**config.mk**
```make
export PLATFORM = sky130hd
export DESIGN_NAME = chip8_instruction_execute_core
export DESIGN_NICKNAME = d
export VERILOG_FILES = /design/src/c8ie_pkg.sv /design/src/c8ie_regfile.sv /design/src/c8ie_stack.sv /design/src/c8ie_exec.sv /design/src/chip8_instruction_execute_core.sv
export SDC_FILE = /design/constraint.sdc
export NUM_CORES = 1
export LEC_CHECK = 0
export ABC_AREA = 0
export ABC_CLOCK_PERIOD_IN_PS = 5900
export CAP_MARGIN = 5
export CELL_PAD_IN_SITES_DETAIL_PLACEMENT = 2
export CELL_PAD_IN_SITES_GLOBAL_PLACEMENT = 2
export CORE_ASPECT_RATIO = 1.2
export CORE_UTILIZATION = 46
export DETAILED_ROUTE_END_ITERATION = 10
export DONT_BUFFER_PORTS = 1
export GPL_ROUTABILITY_DRIVEN = 1
export PLACE_DENSITY = 0.87
export SLEW_MARGIN = 20
export SYNTH_ARGS = -nofsm -noshare
export SYNTH_HDL_FRONTEND = slang
export SYNTH_HIERARCHICAL = 1
export SYNTH_SLANG_ARGS = --single-unit
```
**constraint.sdc**
```tcl
create_clock -name clk -period 5.9 [get_ports clk]
set_input_delay 0.59 -clock clk [delete_from_list [all_inputs] [get_ports clk]]
set_output_delay 0.59 -clock clk [all_outputs]
set_load 0.01 [all_outputs]
```
**src/c8ie_pkg.sv**
```systemverilog
// ----------------------------------------------------------------------------
// CHIP-8 execute core package
// Sizes, opcode constants, status codes and the control structs shared by
// the register file, the return stack, the execute unit and the top level.
// ----------------------------------------------------------------------------
package c8ie_pkg;

  localparam int STACK_DEPTH = 16;
  localparam int STK_AW      = (STACK_DEPTH > 1) ? $clog2(STACK_DEPTH) : 1;
  localparam int STK_LW      = $clog2(STACK_DEPTH + 1);

  localparam logic [11:0] PC_RESET = 12'h200;
  localparam logic [15:0] INS_CLS  = 16'h00E0;
  localparam logic [15:0] INS_RET  = 16'h00EE;
  localparam logic [7:0]  KK_SKP   = 8'h9E;
  localparam logic [7:0]  KK_SKNP  = 8'hA1;
  localparam logic [7:0]  KK_LDDT  = 8'h07;
  localparam logic [3:0]  VF_IDX   = 4'hF;

  typedef enum logic [1:0] {
    ST_OK    = 2'd0,
    ST_STACK = 2'd1,
    ST_UNSUP = 2'd2
  } status_t;

  typedef enum logic [3:0] {
    OP_SYS  = 4'h0,
    OP_JP   = 4'h1,
    OP_CALL = 4'h2,
    OP_SE   = 4'h3,
    OP_SNE  = 4'h4,
    OP_SER  = 4'h5,
    OP_LD   = 4'h6,
    OP_ADD  = 4'h7,
    OP_ALU  = 4'h8,
    OP_SNER = 4'h9,
    OP_LDI  = 4'hA,
    OP_JPV0 = 4'hB,
    OP_RND  = 4'hC,
    OP_DRW  = 4'hD,
    OP_KEY  = 4'hE,
    OP_MISC = 4'hF
  } opgrp_t;

  typedef enum logic [3:0] {
    ALU_LD   = 4'h0,
    ALU_OR   = 4'h1,
    ALU_AND  = 4'h2,
    ALU_XOR  = 4'h3,
    ALU_ADD  = 4'h4,
    ALU_SUB  = 4'h5,
    ALU_SHR  = 4'h6,
    ALU_SUBN = 4'h7,
    ALU_SHL  = 4'hE
  } alu_t;

  typedef struct packed {
    logic       wa_en;
    logic [3:0] wa_addr;
    logic [7:0] wa_data;
    logic       wf_en;
    logic [7:0] wf_data;
  } rf_wr_t;

  typedef struct packed {
    logic        push;
    logic        pop;
    logic [11:0] data;
  } stk_op_t;

endpackage

```
**src/c8ie_regfile.sv**
```systemverilog
// ----------------------------------------------------------------------------
// CHIP-8 general register file
// V0..VE live in a synchronous memory with two read ports and one write
// port; VF is a flip-flop. The most recent memory write is kept for
// forwarding, and per-entry valid bits make unwritten entries read as zero.
// ----------------------------------------------------------------------------
module c8ie_regfile (
  input  logic               clk,
  input  logic               rst_n,
  input  logic               rd_en,
  input  logic [3:0]         rd_addr_a,
  input  logic [3:0]         rd_addr_b,
  input  c8ie_pkg::rf_wr_t   wr,
  output logic [7:0]         rd_data_a,
  output logic [7:0]         rd_data_b
);

  logic [7:0]  mem [16];
  logic [7:0]  mem_a_r;
  logic [7:0]  mem_b_r;
  logic [3:0]  raddr_a_r;
  logic [3:0]  raddr_b_r;
  logic [15:0] vld_r;
  logic [7:0]  vf_r;
  logic        lw_vld_r;
  logic [3:0]  lw_addr_r;
  logic [7:0]  lw_data_r;
  logic        mem_we;

  assign mem_we = wr.wa_en && (wr.wa_addr != c8ie_pkg::VF_IDX);

  always_ff @(posedge clk) begin
    if (mem_we) begin
      mem[wr.wa_addr] <= wr.wa_data;
    end
    if (rd_en) begin
      mem_a_r   <= mem[rd_addr_a];
      mem_b_r   <= mem[rd_addr_b];
      raddr_a_r <= rd_addr_a;
      raddr_b_r <= rd_addr_b;
    end
    if (mem_we) begin
      lw_addr_r <= wr.wa_addr;
      lw_data_r <= wr.wa_data;
    end
  end

  always_ff @(posedge clk) begin
    if (!rst_n) begin
      vld_r    <= '0;
      vf_r     <= '0;
      lw_vld_r <= 1'b0;
    end else begin
      if (mem_we) begin
        vld_r[wr.wa_addr] <= 1'b1;
        lw_vld_r          <= 1'b1;
      end
      if (wr.wf_en) begin
        vf_r <= wr.wf_data;
      end else if (wr.wa_en && (wr.wa_addr == c8ie_pkg::VF_IDX)) begin
        vf_r <= wr.wa_data;
      end
    end
  end

  always_comb begin
    priority if (raddr_a_r == c8ie_pkg::VF_IDX) begin
      rd_data_a = vf_r;
    end else if (lw_vld_r && (lw_addr_r == raddr_a_r)) begin
      rd_data_a = lw_data_r;
    end else if (vld_r[raddr_a_r]) begin
      rd_data_a = mem_a_r;
    end else begin
      rd_data_a = '0;
    end
  end

  always_comb begin
    priority if (raddr_b_r == c8ie_pkg::VF_IDX) begin
      rd_data_b = vf_r;
    end else if (lw_vld_r && (lw_addr_r == raddr_b_r)) begin
      rd_data_b = lw_data_r;
    end else if (vld_r[raddr_b_r]) begin
      rd_data_b = mem_b_r;
    end else begin
      rd_data_b = '0;
    end
  end

endmodule

```
**src/c8ie_stack.sv**
```systemverilog
// ----------------------------------------------------------------------------
// CHIP-8 return stack
// Return addresses in a synchronous memory. The entry below the stack level
// is read every cycle, so the top is ready for a return; a push at the same
// edge is forwarded from the last-write register.
// ----------------------------------------------------------------------------
module c8ie_stack (
  input  logic                           clk,
  input  logic                           rst_n,
  input  c8ie_pkg::stk_op_t              op,
  output logic [c8ie_pkg::STK_LW-1:0]    level,
  output logic [11:0]                    top
);

  logic [11:0]                 mem [c8ie_pkg::STACK_DEPTH];
  logic [c8ie_pkg::STK_LW-1:0] level_r;
  logic [c8ie_pkg::STK_LW-1:0] level_nxt;
  logic [c8ie_pkg::STK_AW-1:0] rd_idx_nxt;
  logic [c8ie_pkg::STK_AW-1:0] rd_idx_r;
  logic [11:0]                 rdata_r;
  logic                        lw_vld_r;
  logic [c8ie_pkg::STK_AW-1:0] lw_idx_r;
  logic [11:0]                 lw_data_r;
  logic [c8ie_pkg::STK_AW-1:0] wr_idx;

  assign wr_idx = c8ie_pkg::STK_AW'(level_r);

  always_comb begin
    priority if (op.push) begin
      level_nxt = level_r + 1'b1;
    end else if (op.pop) begin
      level_nxt = level_r - 1'b1;
    end else begin
      level_nxt = level_r;
    end
    if (level_nxt == '0) begin
      rd_idx_nxt = '0;
    end else begin
      rd_idx_nxt = c8ie_pkg::STK_AW'(level_nxt - 1'b1);
    end
  end

  always_ff @(posedge clk) begin
    if (op.push) begin
      mem[wr_idx] <= op.data;
      lw_idx_r    <= wr_idx;
      lw_data_r   <= op.data;
    end
    rdata_r  <= mem[rd_idx_nxt];
    rd_idx_r <= rd_idx_nxt;
  end

  always_ff @(posedge clk) begin
    if (!rst_n) begin
      level_r  <= '0;
      lw_vld_r <= 1'b0;
    end else begin
      level_r <= level_nxt;
      if (op.push) begin
        lw_vld_r <= 1'b1;
      end
    end
  end

  assign level = level_r;
  assign top   = (lw_vld_r && (lw_idx_r == rd_idx_r)) ? lw_data_r : rdata_r;

endmodule

```
**src/c8ie_exec.sv**
```systemverilog
// ----------------------------------------------------------------------------
// CHIP-8 execute unit
// Decodes one opcode and computes the next program counter, the status,
// the register file writes, the stack operation and the reported write.
// ----------------------------------------------------------------------------
module c8ie_exec (
  input  logic [15:0]                  ins,
  input  logic [15:0]                  keys,
  input  logic [7:0]                   dly,
  input  logic [7:0]                   rnd,
  input  logic [7:0]                   va,
  input  logic [7:0]                   vb,
  input  logic [11:0]                  pc,
  input  logic [c8ie_pkg::STK_LW-1:0]  level,
  input  logic [11:0]                  top,
  output c8ie_pkg::status_t            status,
  output logic [11:0]                  next_pc,
  output c8ie_pkg::rf_wr_t             rf_wr,
  output c8ie_pkg::stk_op_t            stk,
  output logic                         rep_written,
  output logic [3:0]                   rep_num,
  output logic [7:0]                   rep_val
);

  logic [3:0]  x;
  logic [3:0]  n;
  logic [7:0]  kk;
  logic [11:0] nnn;
  logic [11:0] pc2;
  logic [11:0] pc4;
  logic [8:0]  sum9;
  logic        pressed;

  assign x       = ins[11:8];
  assign n       = ins[3:0];
  assign kk      = ins[7:0];
  assign nnn     = ins[11:0];
  assign pc2     = pc + 12'd2;
  assign pc4     = pc + 12'd4;
  assign sum9    = {1'b0, va} + {1'b0, vb};
  assign pressed = (va[7:4] == 4'h0) && keys[va[3:0]];

  always_comb begin
    status      = c8ie_pkg::ST_OK;
    next_pc     = pc2;
    rf_wr       = '0;
    stk         = '0;
    rep_written = 1'b0;
    rep_num     = '0;
    rep_val     = '0;
    rf_wr.wa_addr = x;

    unique case (c8ie_pkg::opgrp_t'(ins[15:12]))
      c8ie_pkg::OP_SYS: begin
        if (ins == c8ie_pkg::INS_CLS) begin
          status = c8ie_pkg::ST_UNSUP;
        end else if (ins == c8ie_pkg::INS_RET) begin
          if (level == '0) begin
            status = c8ie_pkg::ST_STACK;
          end else begin
            stk.pop = 1'b1;
            next_pc = top;
          end
        end
      end
      c8ie_pkg::OP_JP: begin
        next_pc = nnn;
      end
      c8ie_pkg::OP_CALL: begin
        if (level >= c8ie_pkg::STK_LW'(c8ie_pkg::STACK_DEPTH)) begin
          status = c8ie_pkg::ST_STACK;
        end else begin
          stk.push = 1'b1;
          stk.data = pc2;
          next_pc  = nnn;
        end
      end
      c8ie_pkg::OP_SE: begin
        if (va == kk) next_pc = pc4;
      end
      c8ie_pkg::OP_SNE: begin
        if (va != kk) next_pc = pc4;
      end
      c8ie_pkg::OP_SER: begin
        if (n != 4'h0) begin
          status = c8ie_pkg::ST_UNSUP;
        end else if (va == vb) begin
          next_pc = pc4;
        end
      end
      c8ie_pkg::OP_SNER: begin
        if (n != 4'h0) begin
          status = c8ie_pkg::ST_UNSUP;
        end else if (va != vb) begin
          next_pc = pc4;
        end
      end
      c8ie_pkg::OP_LD: begin
        rf_wr.wa_en   = 1'b1;
        rf_wr.wa_data = kk;
      end
      c8ie_pkg::OP_ADD: begin
        rf_wr.wa_en   = 1'b1;
        rf_wr.wa_data = va + kk;
      end
      c8ie_pkg::OP_ALU: begin
        rf_wr.wa_en = 1'b1;
        unique case (c8ie_pkg::alu_t'(n))
          c8ie_pkg::ALU_LD:  rf_wr.wa_data = vb;
          c8ie_pkg::ALU_OR:  rf_wr.wa_data = va | vb;
          c8ie_pkg::ALU_AND: rf_wr.wa_data = va & vb;
          c8ie_pkg::ALU_XOR: rf_wr.wa_data = va ^ vb;
          c8ie_pkg::ALU_ADD: begin
            rf_wr.wa_data = sum9[7:0];
            rf_wr.wf_en   = 1'b1;
            rf_wr.wf_data = {7'b0, sum9[8]};
          end
          c8ie_pkg::ALU_SUB: begin
            rf_wr.wa_data = va - vb;
            rf_wr.wf_en   = 1'b1;
            rf_wr.wf_data = {7'b0, (va >= vb)};
          end
          c8ie_pkg::ALU_SUBN: begin
            rf_wr.wa_data = vb - va;
            rf_wr.wf_en   = 1'b1;
            rf_wr.wf_data = {7'b0, (vb >= va)};
          end
          c8ie_pkg::ALU_SHR: begin
            rf_wr.wa_data = {1'b0, va[7:1]};
            rf_wr.wf_en   = (x != c8ie_pkg::VF_IDX);
            rf_wr.wf_data = {7'b0, va[0]};
          end
          c8ie_pkg::ALU_SHL: begin
            rf_wr.wa_data = {va[6:0], 1'b0};
            rf_wr.wf_en   = (x != c8ie_pkg::VF_IDX);
            rf_wr.wf_data = {7'b0, va[7]};
          end
          default: begin
            rf_wr.wa_en = 1'b0;
            status      = c8ie_pkg::ST_UNSUP;
          end
        endcase
      end
      c8ie_pkg::OP_LDI: begin
        next_pc = pc2;
      end
      c8ie_pkg::OP_JPV0: begin
        next_pc = nnn + {4'h0, va};
      end
      c8ie_pkg::OP_RND: begin
        rf_wr.wa_en   = 1'b1;
        rf_wr.wa_data = rnd & kk;
      end
      c8ie_pkg::OP_DRW: begin
        status = c8ie_pkg::ST_UNSUP;
      end
      c8ie_pkg::OP_KEY: begin
        if (kk == c8ie_pkg::KK_SKP) begin
          if (pressed) next_pc = pc4;
        end else if (kk == c8ie_pkg::KK_SKNP) begin
          if (!pressed) next_pc = pc4;
        end else begin
          status = c8ie_pkg::ST_UNSUP;
        end
      end
      c8ie_pkg::OP_MISC: begin
        if (kk == c8ie_pkg::KK_LDDT) begin
          rf_wr.wa_en   = 1'b1;
          rf_wr.wa_data = dly;
        end else begin
          status = c8ie_pkg::ST_UNSUP;
        end
      end
      default: begin
        status = c8ie_pkg::ST_UNSUP;
      end
    endcase

    // The flag-setting ALU ops write VF last; shifts write Vx last.
    if (rf_wr.wa_en) begin
      rep_written = 1'b1;
      if (rf_wr.wf_en && (rf_wr.wf_data[7:1] == 7'h0) &&
          (c8ie_pkg::opgrp_t'(ins[15:12]) == c8ie_pkg::OP_ALU) &&
          ((c8ie_pkg::alu_t'(n) == c8ie_pkg::ALU_ADD) ||
           (c8ie_pkg::alu_t'(n) == c8ie_pkg::ALU_SUB) ||
           (c8ie_pkg::alu_t'(n) == c8ie_pkg::ALU_SUBN))) begin
        rep_num = c8ie_pkg::VF_IDX;
        rep_val = rf_wr.wf_data;
      end else begin
        rep_num = x;
        rep_val = rf_wr.wa_data;
      end
    end

    if (status != c8ie_pkg::ST_OK) begin
      next_pc     = pc;
      rf_wr       = '0;
      stk         = '0;
      rep_written = 1'b0;
      rep_num     = '0;
      rep_val     = '0;
    end
  end

endmodule

```
**src/chip8_instruction_execute_core.sv**
```systemverilog
// ----------------------------------------------------------------------------
// CHIP-8 instruction execute core
// Executes one CHIP-8 opcode per input word against a memory-based register
// file and return stack, and returns one result word per instruction.
//
//   Channel  Direction  tdata (low bit first)                    tuser
//   in_      slave      instruction, key_state, delay_value,     -
//                       random_byte (48 bits)
//   out_     master     next_pc, reg_written, reg_number,        status
//                       reg_value, zero fill (32 bits)
//
// One instruction per cycle sustained while the output is not stalled; an
// accepted input word is registered together with its register file reads,
// and its result word is then registered in the output register.
// Register file and stack writes are forwarded, so back-to-back dependent
// instructions need no stall. Reset gives PC 0x200, registers zero and an
// empty stack. A stalled output holds the execute stage and the input.
// ----------------------------------------------------------------------------
module chip8_instruction_execute_core (
  input  logic        clk,
  input  logic        rst_n,
  input  logic        in_tvalid,
  output logic        in_tready,
  input  logic [47:0] in_tdata,   // instruction, key_state, delay_value, random_byte
  output logic        out_tvalid,
  input  logic        out_tready,
  output logic [31:0] out_tdata,  // next_pc, reg_written, reg_number, reg_value, zeros
  output logic [1:0]  out_tuser   // status
);

  logic                          in_fire;
  logic                          adv;
  logic                          s1_vld_r;
  logic [15:0]                   ins_r;
  logic [15:0]                   keys_r;
  logic [7:0]                    dly_r;
  logic [7:0]                    rnd_r;
  logic [11:0]                   pc_r;
  logic [3:0]                    rd_addr_a;
  logic [7:0]                    va;
  logic [7:0]                    vb;
  logic [c8ie_pkg::STK_LW-1:0]   level;
  logic [11:0]                   top;
  c8ie_pkg::status_t             ex_status;
  logic [11:0]                   ex_next_pc;
  c8ie_pkg::rf_wr_t              ex_rf_wr;
  c8ie_pkg::stk_op_t             ex_stk;
  logic                          ex_written;
  logic [3:0]                    ex_num;
  logic [7:0]                    ex_val;
  c8ie_pkg::rf_wr_t              rf_wr;
  c8ie_pkg::stk_op_t             stk_op;
  logic                          out_vld_r;
  logic [31:0]                   out_data_r;
  logic [1:0]                    out_user_r;

  assign adv       = s1_vld_r && (!out_vld_r || out_tready);
  assign in_tready = !s1_vld_r || adv;
  assign in_fire   = in_tvalid && in_tready;

  assign rd_addr_a = (c8ie_pkg::opgrp_t'(in_tdata[15:12]) == c8ie_pkg::OP_JPV0) ?
                     4'h0 : in_tdata[11:8];

  always_ff @(posedge clk) begin
    if (in_fire) begin
      ins_r  <= in_tdata[15:0];
      keys_r <= in_tdata[31:16];
      dly_r  <= in_tdata[39:32];
      rnd_r  <= in_tdata[47:40];
    end
    if (adv) begin
      out_data_r <= {7'b0, ex_val, ex_num, ex_written, ex_next_pc};
      out_user_r <= ex_status;
    end
  end

  always_ff @(posedge clk) begin
    if (!rst_n) begin
      s1_vld_r  <= 1'b0;
      out_vld_r <= 1'b0;
      pc_r      <= c8ie_pkg::PC_RESET;
    end else begin
      if (in_fire) begin
        s1_vld_r <= 1'b1;
      end else if (adv) begin
        s1_vld_r <= 1'b0;
      end
      if (adv) begin
        out_vld_r <= 1'b1;
        pc_r      <= ex_next_pc;
      end else if (out_tready) begin
        out_vld_r <= 1'b0;
      end
    end
  end

  always_comb begin
    rf_wr       = ex_rf_wr;
    rf_wr.wa_en = ex_rf_wr.wa_en && adv;
    rf_wr.wf_en = ex_rf_wr.wf_en && adv;
    stk_op      = ex_stk;
    stk_op.push = ex_stk.push && adv;
    stk_op.pop  = ex_stk.pop && adv;
  end

  c8ie_regfile u_regfile (
    .clk       (clk),
    .rst_n     (rst_n),
    .rd_en     (in_fire),
    .rd_addr_a (rd_addr_a),
    .rd_addr_b (in_tdata[7:4]),
    .wr        (rf_wr),
    .rd_data_a (va),
    .rd_data_b (vb)
  );

  c8ie_stack u_stack (
    .clk   (clk),
    .rst_n (rst_n),
    .op    (stk_op),
    .level (level),
    .top   (top)
  );

  c8ie_exec u_exec (
    .ins         (ins_r),
    .keys        (keys_r),
    .dly         (dly_r),
    .rnd         (rnd_r),
    .va          (va),
    .vb          (vb),
    .pc          (pc_r),
    .level       (level),
    .top         (top),
    .status      (ex_status),
    .next_pc     (ex_next_pc),
    .rf_wr       (ex_rf_wr),
    .stk         (ex_stk),
    .rep_written (ex_written),
    .rep_num     (ex_num),
    .rep_val     (ex_val)
  );

  assign out_tvalid = out_vld_r;
  assign out_tdata  = out_data_r;
  assign out_tuser  = out_user_r;

endmodule

```
After elaboration in Yosys (flattened, before gate mapping)

Memories as Yosys holds them, arrays and structs flattened. A register that Yosys moved wholly into a read port is not among the register bits.
Cells that the tools add are included.

Register bits: 160
RAM bits: 320
Input bits: 52
Output and inout port bits: 36
Word-level logic and storage cells: 202
Memories: 2

Memory list:

| name          | words | bits a word | rd ports | clocked after Yosys merged registers in | wr ports | RTL line           | RTL |
|---|---|---|---|---|---|---|---|
| u_stack.mem   | 16    | 12          | 1        | 1                                       | 1        | c8ie_stack.sv:15   | `logic [11:0] mem [c8ie_pkg::STACK_DEPTH];` |
| u_regfile.mem | 16    | 8           | 2        | 2                                       | 1        | c8ie_regfile.sv:18 | `logic [7:0] mem [16];` |

$add $sub $neg: 10
Order comparisons: 8
Equal/unequal tests: 40
Multiplexer cells: 76
Bitwise operators: 6
Reductions and logical operators: 37

Operators with widths:

| cell                                                                    | count |
|---|---|
| 12-bit two-way mux                                                      | 18 |
| 12-bit one-hot mux with 9 select lines                                  | 1 |
| 8-bit two-way mux                                                       | 10 |
| 8-bit one-hot mux with 9 select lines                                   | 1 |
| 4-bit equality test (second input constant)                             | 12 |
| 9-bit one-hot mux with 5 select lines                                   | 1 |
| 8-bit one-hot mux with 5 select lines                                   | 1 |
| 16-bit by 8-bit equality test with 1-bit output (second input constant) | 2 |
| 4-bit by 3-bit equality test with 1-bit output (second input constant)  | 8 |
| 1-bit two-way mux                                                       | 23 |
| 22-bit two-way mux                                                      | 1 |
| 4-bit by 5-bit < comparator with 1-bit output (second input constant)   | 4 |
| 8-bit bitwise AND                                                       | 2 |
| 4-bit by 2-bit equality test with 1-bit output (second input constant)  | 4 |
| 8-bit equality test                                                     | 2 |
| 8-bit equality test (second input constant)                             | 2 |
| 8-bit >= comparator                                                     | 2 |
| 1-bit logical AND                                                       | 16 |
| 8-bit inequality test                                                   | 2 |
| 16-bit OR                                                               | 1 |
| 8-bit subtractor                                                        | 2 |
| 14-bit two-way mux                                                      | 1 |
| 2-bit two-way mux                                                       | 7 |
| 2-bit one-hot mux with 7 select lines                                   | 1 |
| 33 further kinds                                                        | 53 |

Longest topological paths before layout

Gate-level depths: netlist (run 1).

Depth after elaboration: 14
Gate-level depth with buffers: 23
Gate-level depth less buffers: 18

Modules after synthesis

Netlist (run 1), hierarchy kept.

By module, submodules not included:

| module                         | times used | cells each | area each (um2) | seq. area each (um2) |
|---|---|---|---|---|
| c8ie_stack                     | 1          | 715        | 9651.8          | 6686.4 |
| c8ie_regfile                   | 1          | 466        | 8863.5          | 5425.2 |
| c8ie_exec                      | 1          | 673        | 4341.7          | 0.0 |
| chip8_instruction_execute_core | 1          | 154        | 2954.1          | 2532.4 |

Least setup slack after synthesis (run 1)

Ideal clock, no wire load.

Kind: register to register
From: reg ins_r[15]
To: reg u_stack.rdata_r[10], read port of u_stack.mem
Library setup time: 0.136 ns
Arrival time: 4.766 ns
Data required time: 5.764 ns
Path slack: 0.998 ns
Cell stages (with the launch flop): 23
Path buffers: 8
Period minus slack after synthesis: 4.902 ns
Path through: edfxtp_1 clkbuf_1 nor2_1 nand3b_1 inv_1 and2_1 buf_6 clkbuf_1 o21ai_0 and2_1 clkbuf_1 inv_2 buf_2 buf_1 ha_1 nand2_1 mux2_4 or3_1 buf_2 buf_6 mux2_4 a211oi_1 o32ai_1

RTL lines:

| what                   | RTL line                             | RTL |
|---|---|---|
| start, declared        | chip8_instruction_execute_core.sv:34 | `logic [15:0] ins_r;` |
| start signal, assigned | chip8_instruction_execute_core.sv:66 | `ins_r <= in_tdata[15:0];` |
| end, declared          | c8ie_stack.sv:20                     | `logic [11:0] rdata_r;` |

==> results.json, run 1 <==
{
  "criticalPathCategory": "reg -> reg",
  "clock_root_buffer": "clkbuf_16",
  "critPathCaptureType": "register",
  "finalHoldViolations": 0,
  "finalHoldWorstSlack_ps": 40.39,
  "number_of_flops_mapped_to_enable_cells_by_yosys": 447,
  "pre_cts_ws_ps": 289.4,
  "syn-mean-instance-area_um2": 12.85,
  "layout.filler_cells": 5133,
  "drt.antenna.violating_nets": 0,
  "total_wirelength_um": 95280,
  "worstPathRequired_ps": 6450,
  "tritoncts": "yes",
  "layout_setup_ws_ps": 246.5,
  "crit_slowest_cell": "a221o_1",
  "clk_path_buf_depth": 3,
  "worstHoldPathType": "in -> reg",
  "die_height_um": 261.5,
  "crit_path_frequent_cell": "inv_1",
  "core_area_um2": 55160,
  "io_buffers": 0,
  "drt-wirelength-per-cell_um": 34.40,
  "leakage_nw": 10.11,
  "holdBufCountCts": 0,
  "detailedRoute.firstPassIterationCount": 6,
  "synth_cell_type_count": 89,
  "grt_pass1_vias": 20100,
  "outcome": "finished, final reports clean",
  "dpl_hpwl_um": 63460,
  "largest_net_degree_at_the_start_of_global_routing": 76,
  "cts-buffers-inserted": 53,
  "final_sum_of_negative_setup_slack_ps": 0,
  "numPlacedInstances": 2667,
  "growth_of_design_area_from_synthesis_to_finish_pct": 9.874,
  "multi_input_area_um2": 10380,
  "grt_first_pass_wirelength_um": 139500,
  "critical_path_peak_fanout": 19,
  "remaining_drc_errors": 0,
  "cap_violations": 0,
  "power_density_nw_per_um2": 283.4,
  "rsz0062_at_grt": "false",
  "timing.critical_path.from": "u_regfile/raddr_a_r[0]$_DFFE_PP_",
  "viasPerCell": 6.723,
  "layout_cells_sized_above_1": 0.1231,
  "clk-insertion-delay-late_ps": 650,
  "design_power_total_mw": 8.038,
  "routability_congestion_estimate_from_global_placement": 0.9164,
  "die_area_um2": 57070,
  "layout.nets": 2108,
  "netlist_instances": 2008,
  "detail_route.iter0.violations": 1695,
  "final-instance-count-excl-fill": 2770,
  "start_util": 0.4679,
  "total_standard_cell_area_after_synthesis_um2": 25810,
  "ys_ff_latch": 508,
  "layout.area.seq_um2": 14640,
  "pin_count": 88,
  "timing.fmax_ghz": 0.1769,
  "worst-endpoint-arrival_ps": 6200,
  "critical_path.cell_chain": "xnor2_1, nand3_1, or2_2, a41o_1, inv_1, ha_1, inv_1, fa_1, nor2b_1, o21a_1, o21bai_1, nor4b_1, o21ai_0, nand4_1, a221o_1, mux2i_1, nand2_1, o211a_1",
  "regToRegStartpoint": "u_regfile/raddr_a_r[0]$_DFFE_PP_",
  "global_route.overflow_total": 0,
  "cts_setup_buffers": 0,
  "final_max_slew_viol_count": 0,
  "min_period_over_period": 0.9582,
  "number_of_antenna_violations_at_the_first_check_in_global_routing": 4,
  "clock_skew_ps": 52.23,
  "timing.hold.worst.start": "in_tdata[6]",
  "setup_failing_eps_final": 0,
  "rows": 94,
  "track_usage": 0.3370,
  "tightest_slew_ps": 1036,
  "ys.warnings.count": 6,
  "die_w_um": 218.2,
  "critPathMaxStageDelay_ps": 650,
  "clock_sink_count": 508,
  "synth_top_flop_cell": "edfxtp_1",
  "final.min_clock_period_ps": 5653,
  "postSynth.asyncResetShare": 0,
  "vias": 18620,
  "synth.yosys.seq_area_share": 0.5674,
  "startpoint_type": "register",
  "ir_worst_vdd_mv": 0.3209,
  "clkSlewWorstSetupHoldPaths_ps": 70,
  "max-slew-margin-rel": 0.2956,
  "clock_tree.htree_level_count": 2
}
[cells in the final DEF (no fill, tap or decap), types with 20 or more instances in the layout]
cell type    n
ha_1        49
xnor2_1     25
mux4_2      36
buf_4       60
clkbuf_16   53
edfxtp_1   447
nand2_1    260
o21ai_0     76
a221o_1     20
o21a_1      31
and2_1      38
dfxtp_1     61
a221oi_1    20
mux2i_1     60
nor3_1      26
nor2b_1     23
mux4_1      53
a211oi_1    24
o22ai_1     26
inv_1       44
nor2_1      85
o31ai_1     21
conb_1      22
nand3_1     49
a21oi_1     92
[cell type report]
cell class	instances	area share
tap	720	0.03177
inverter	47	0.006221
clock buffer	69	0.04959
clock inverter	31	0.01403
sequential	508	0.5164
multi-input combinational	1332	0.3659
antenna	3	0.0002647
timing repair buffer	60	0.01588
[power breakdown]
| part | internal [mW] | leakage (nW) | total [mW] | switching [mW] |
|---|---|---|---|---|
| Sequential | 3.95 | 4.77 | 4.02 | 0.0679 |
| Clock | 2.01 | 0.870 | 3.55 | 1.54 |
| Combinational | 0.158 | 4.47 | 0.467 | 0.309 |
[flip-flops by register name, indices dropped and copies added (netlist names), 5 cells and up]
name                 cells
pc_r                    12
u_regfile/mem_a_r        8
u_stack/level            5
u_regfile/lw_data_r      8
u_stack/mem            192
u_regfile/vld_r         16
out_tdata               25
rnd_r                    8
u_stack/lw_data_r       12
ins_r                   16
u_regfile/mem          128
keys_r                  16
u_regfile/vf_r           8
dly_r                    8
u_stack/rdata_r         12
u_regfile/mem_b_r        8
[cell usage after synthesis, drive strengths merged, types with 17 or more instances]
cell	number	area [um2]
o21ai	79	395.4
and2	41	256.5
a22oi	17	127.6
o22ai	26	162.7
dfxtp	61	1221
inv	46	172.7
xnor2	25	219.0
a221oi	20	175.2
mux2	30	386.6
clkbuf	66	247.7
nand3	50	255.3
buf	74	499.2
a221o	20	200.2
nor2	93	365.3
ha	50	625.6
a21oi	93	469.2
nor2b	25	166.4
nand2	260	975.9
o31ai	23	177.7
edfxtp	447	13420
o21a	31	232.7
nor3	29	155.2
mux4	89	2203
mux2i	64	660.6
a211oi	27	217.7
[metrics by stage]
stage,util,area [um2]
floorplan,-,25880
global placement,0.4808,26520
detailed placement,0.4808,26520
CTS,0.5135,28330
global route,0.5140,28350
finish,0.5141,28360
[final timing paths]
check	end	slack, ps	cells after the start
worst max register to register	u_regfile/vf_r[6]$_SDFFE_PN0P_	250	18
worst max-delay path	u_regfile/vf_r[6]$_SDFFE_PN0P_	250	18
worst min-delay path	ins_r[6]$_DFFE_PP_	40	0
worst min register to register	u_stack/lw_vld_r$_SDFFE_PN0P_	470	2
[cell families (layout without fill, tap and decap cells)]
logic type,count (synthesis),count (layout),share of synthesized area
and+or+nand+nor,586,586,0.1087
DFF,508,508,0.5674
muxes,183,183,0.1259
other,3,25,0.0004362
xor gates and xnor gates,37,37,0.01256
buffers and inverters,187,207,0.03578
adders and majority gates,54,54,0.02734
AOI/OAI and AO/OA,450,450,0.1219
[critical path, delay by kind of cell, from the launching register on]
family | cells | cell delay (ps)
AO/OA/AOI/OAI | 6 | 1890
XOR/XNOR | 1 | 280
adder cells (fa/ha/maj) | 2 | 670
buffers and inverters | 2 | 290
flip-flops | 1 | 580
multiplexers | 1 | 170
AND/OR/NAND/NOR | 6 | 1680
[metal layers]
| layer | vias up | wire (um) | GRT usage |
|---|---|---|---|
| met5 | - | 29 | 0 |
| met4 | 4 | 5419 | 0.1740 |
| met3 | 307 | 5782 | 0.05958 |
| met2 | 865 | 50000 | 0.6144 |
| met1 | 9695 | 34050 | 0.3746 |
| li1 | 7753 | - | - |
[what timing repair did]
item,CTS,global route
resized for setup,0,1
endpoints found under the setup margin,0,8
endpoints found under the hold margin,0,0
Note: power is estimated with default switching activity, not from simulation.
==> inputs of run 2 (changes only) <==
--- a/config.mk
+++ b/config.mk
@@ -15,7 +15,7 @@
 export DETAILED_ROUTE_END_ITERATION = 10
 export DONT_BUFFER_PORTS = 1
 export GPL_ROUTABILITY_DRIVEN = 1
-export PLACE_DENSITY = 0.87
+export PLACE_DENSITY = 0.77
 export SLEW_MARGIN = 20
 export SYNTH_ARGS = -nofsm -noshare
 export SYNTH_HDL_FRONTEND = slang
==> results.json, run 2 (synthesis results as in run 1) <==
{
  "pin_count": 88,
  "finalHoldViolations": 0,
  "setup_failing_eps_final": 0,
  "layout.filler_cells": 5195,
  "clkSlewWorstSetupHoldPaths_ps": 60,
  "clk_path_buf_depth": 3,
  "critPathCaptureType": "register",
  "rsz0062_at_grt": "false",
  "growth_of_design_area_from_synthesis_to_finish_pct": 10.41,
  "core_area_um2": 55160,
  "clock_tree.htree_level_count": 2,
  "critical_path.cell_chain": "mux4_2, mux2i_1, mux2i_2, a41o_1, inv_1, ha_1, nor4_1, a21oi_1, o21ai_0, nand2_1, nor3_2, o21ai_0, a21oi_1, a31oi_1, nand2_1, mux2i_1",
  "crit_slowest_cell": "nor4_1",
  "largest_net_degree_at_the_start_of_global_routing": 76,
  "worstHoldPathType": "in -> reg",
  "start_util": 0.4679,
  "leakage_nw": 10.22,
  "final_max_slew_viol_count": 0,
  "tightest_slew_ps": 1061,
  "max-slew-margin-rel": 0.2924,
  "min_period_over_period": 0.9311,
  "die_height_um": 261.5,
  "final-instance-count-excl-fill": 2782,
  "clock_power_share": 0.444,
  "grt_first_pass_wirelength_um": 130300,
  "drt.antenna.violating_nets": 0,
  "grt.met3_usage": 0.04925,
  "total_wirelength_um": 88380,
  "finalHoldWorstSlack_ps": 50.30,
  "criticalPathCategory": "reg -> reg",
  "cap_violations": 0,
  "global_route.peak_usage_layer": "met2",
  "timing.fmax_ghz": 0.1820,
  "layout_cells_sized_above_1": 0.1281,
  "outcome": "finished, final reports clean",
  "internal_power_mw": 6.185,
  "min_path_cells": 0,
  "design_power_total_mw": 8.033,
  "global_route.overflow_total": 0,
  "max_flop_register": "u_stack/mem",
  "startpoint_type": "register",
  "die_area_um2": 57070,
  "clk-insertion-delay-late_ps": 640,
  "grt_pass1_vias": 19580,
  "detailedRoute.firstPassIterationCount": 5,
  "layout_commonest_cell": "edfxtp_1",
  "ir_worst_vdd_mv": 0.3710,
  "tritoncts": "yes",
  "die_w_um": 218.2,
  "post_cts.resized_instances": 0,
  "largest_reg_flops": 192,
  "viasPerCell": 6.424,
  "critPathMaxStageDelay_ps": 670,
  "routability_congestion_estimate_from_global_placement": 0.9142,
  "multi_input_area_um2": 10360,
  "detail_route.iter0.violations": 1154,
  "worstPathRequired_ps": 6380,
  "remaining_drc_errors": 0,
  "worstRegToRegCells": 16,
  "layout.nets": 2122,
  "dpl_hpwl_um": 61090,
  "clock_skew_ps": 37.87,
  "commonest_cells_after_routing_fill_and_taps_aside": "447 x edfxtp_1, 260 x nand2_1, 92 x a21oi_1",
  "track_usage": 0.3125,
  "seq_power_share": 0.499,
  "p_comb_frac": 0.058,
  "power_density_nw_per_um2": 281.9,
  "final.min_clock_period_ps": 5493,
  "drt-wirelength-per-cell_um": 31.77,
  "worst-endpoint-arrival_ps": 5970,
  "cts-buffers-inserted": 53,
  "holdBufCountCts": 0,
  "p_sw_frac": 0.2300,
  "pre_cts_ws_ps": 355.6,
  "number_of_antenna_violations_at_the_first_check_in_global_routing": 2,
  "cts_setup_buffers": 0,
  "clock_root_buffer": "clkbuf_16",
  "layout_setup_ws_ps": 406.6,
  "p_sw_mw": 1.848,
  "final_sum_of_negative_setup_slack_ps": 0,
  "grt.met1_usage": 0.3639,
  "critical_path_peak_fanout": 10,
  "layout.area.seq_um2": 14640,
  "clock_sink_count": 508,
  "use_met2": 0.5626,
  "rows": 94,
  "vias": 17870,
  "io_buffers": 0,
  "numPlacedInstances": 2681
}
run 2: cell count changes in the layout (fill, tap and decap cells not counted), sizes merged:
cell,before,now
buf,60,74
clkbuf,69,74
clkinvlp,4,0
diode,3,1
bufinv,7,6
clkinv,17,18
inv,50,49
run 2: path summary, 6_finish.rpt:
path                                     from                               to  slack [ps]
min reg2reg   u_regfile/lw_vld_r$_SDFFE_PN0P_  u_regfile/lw_vld_r$_SDFFE_PN0P_         520
max          u_regfile/raddr_a_r[0]$_DFFE_PP_             pc_r[7]$_SDFFE_PN0P_         410
max reg2reg  u_regfile/raddr_a_r[0]$_DFFE_PP_             pc_r[7]$_SDFFE_PN0P_         410
min                              in_tdata[26]             keys_r[10]$_DFFE_PP_          50
run 2: cell type report:
class / instances / share of cell area
clock inverter: 26 / 0.01199
timing repair buffer: 74 / 0.01949
tap: 720 / 0.03161
clock buffer: 74 / 0.05321
sequential: 508 / 0.5138
multi-input combinational: 1332 / 0.3636
antenna: 1 / 0.00008781
inverter: 47 / 0.006190
run 2: power by group through the flow:
stage	Sequential, mW	Combinational (mW)	Clock, mW
2_1_floorplan	4.05	0.331	0
3_3_place_gp	4.08	0.435	0
3_5_place_dp	4.08	0.454	0
4_1_cts	4.01	0.460	3.64
5_1_grt	4.01	0.487	3.74
6_report	4.01	0.462	3.56
run 2: critical path, delay by kind of cell, from the launching register on:
| family | cells | cell delay (ps) |
|---|---|---|
| fa+ha+maj | 1 | 460 |
| compound gates | 6 | 1470 |
| mux | 4 | 1070 |
| simple gates | 4 | 1620 |
| buf+inv | 1 | 140 |
| flops | 1 | 560 |
run 2: routing by layer:
metal / up-vias / share of wire
li1: 7772 / -
met1: 9347 / 0.39
met2: 533 / 0.52
met3: 218 / 0.046
met4: 2 / 0.048
met5: - / 0.00015
run 2: metrics by stage:
stage	utilization	cell area (um2)
after floorplan	-	25880
after global placement	0.4827	26620
after detailed placement	0.4827	26630
after CTS	0.5164	28480
after global routing	0.5166	28500
final	0.5166	28500
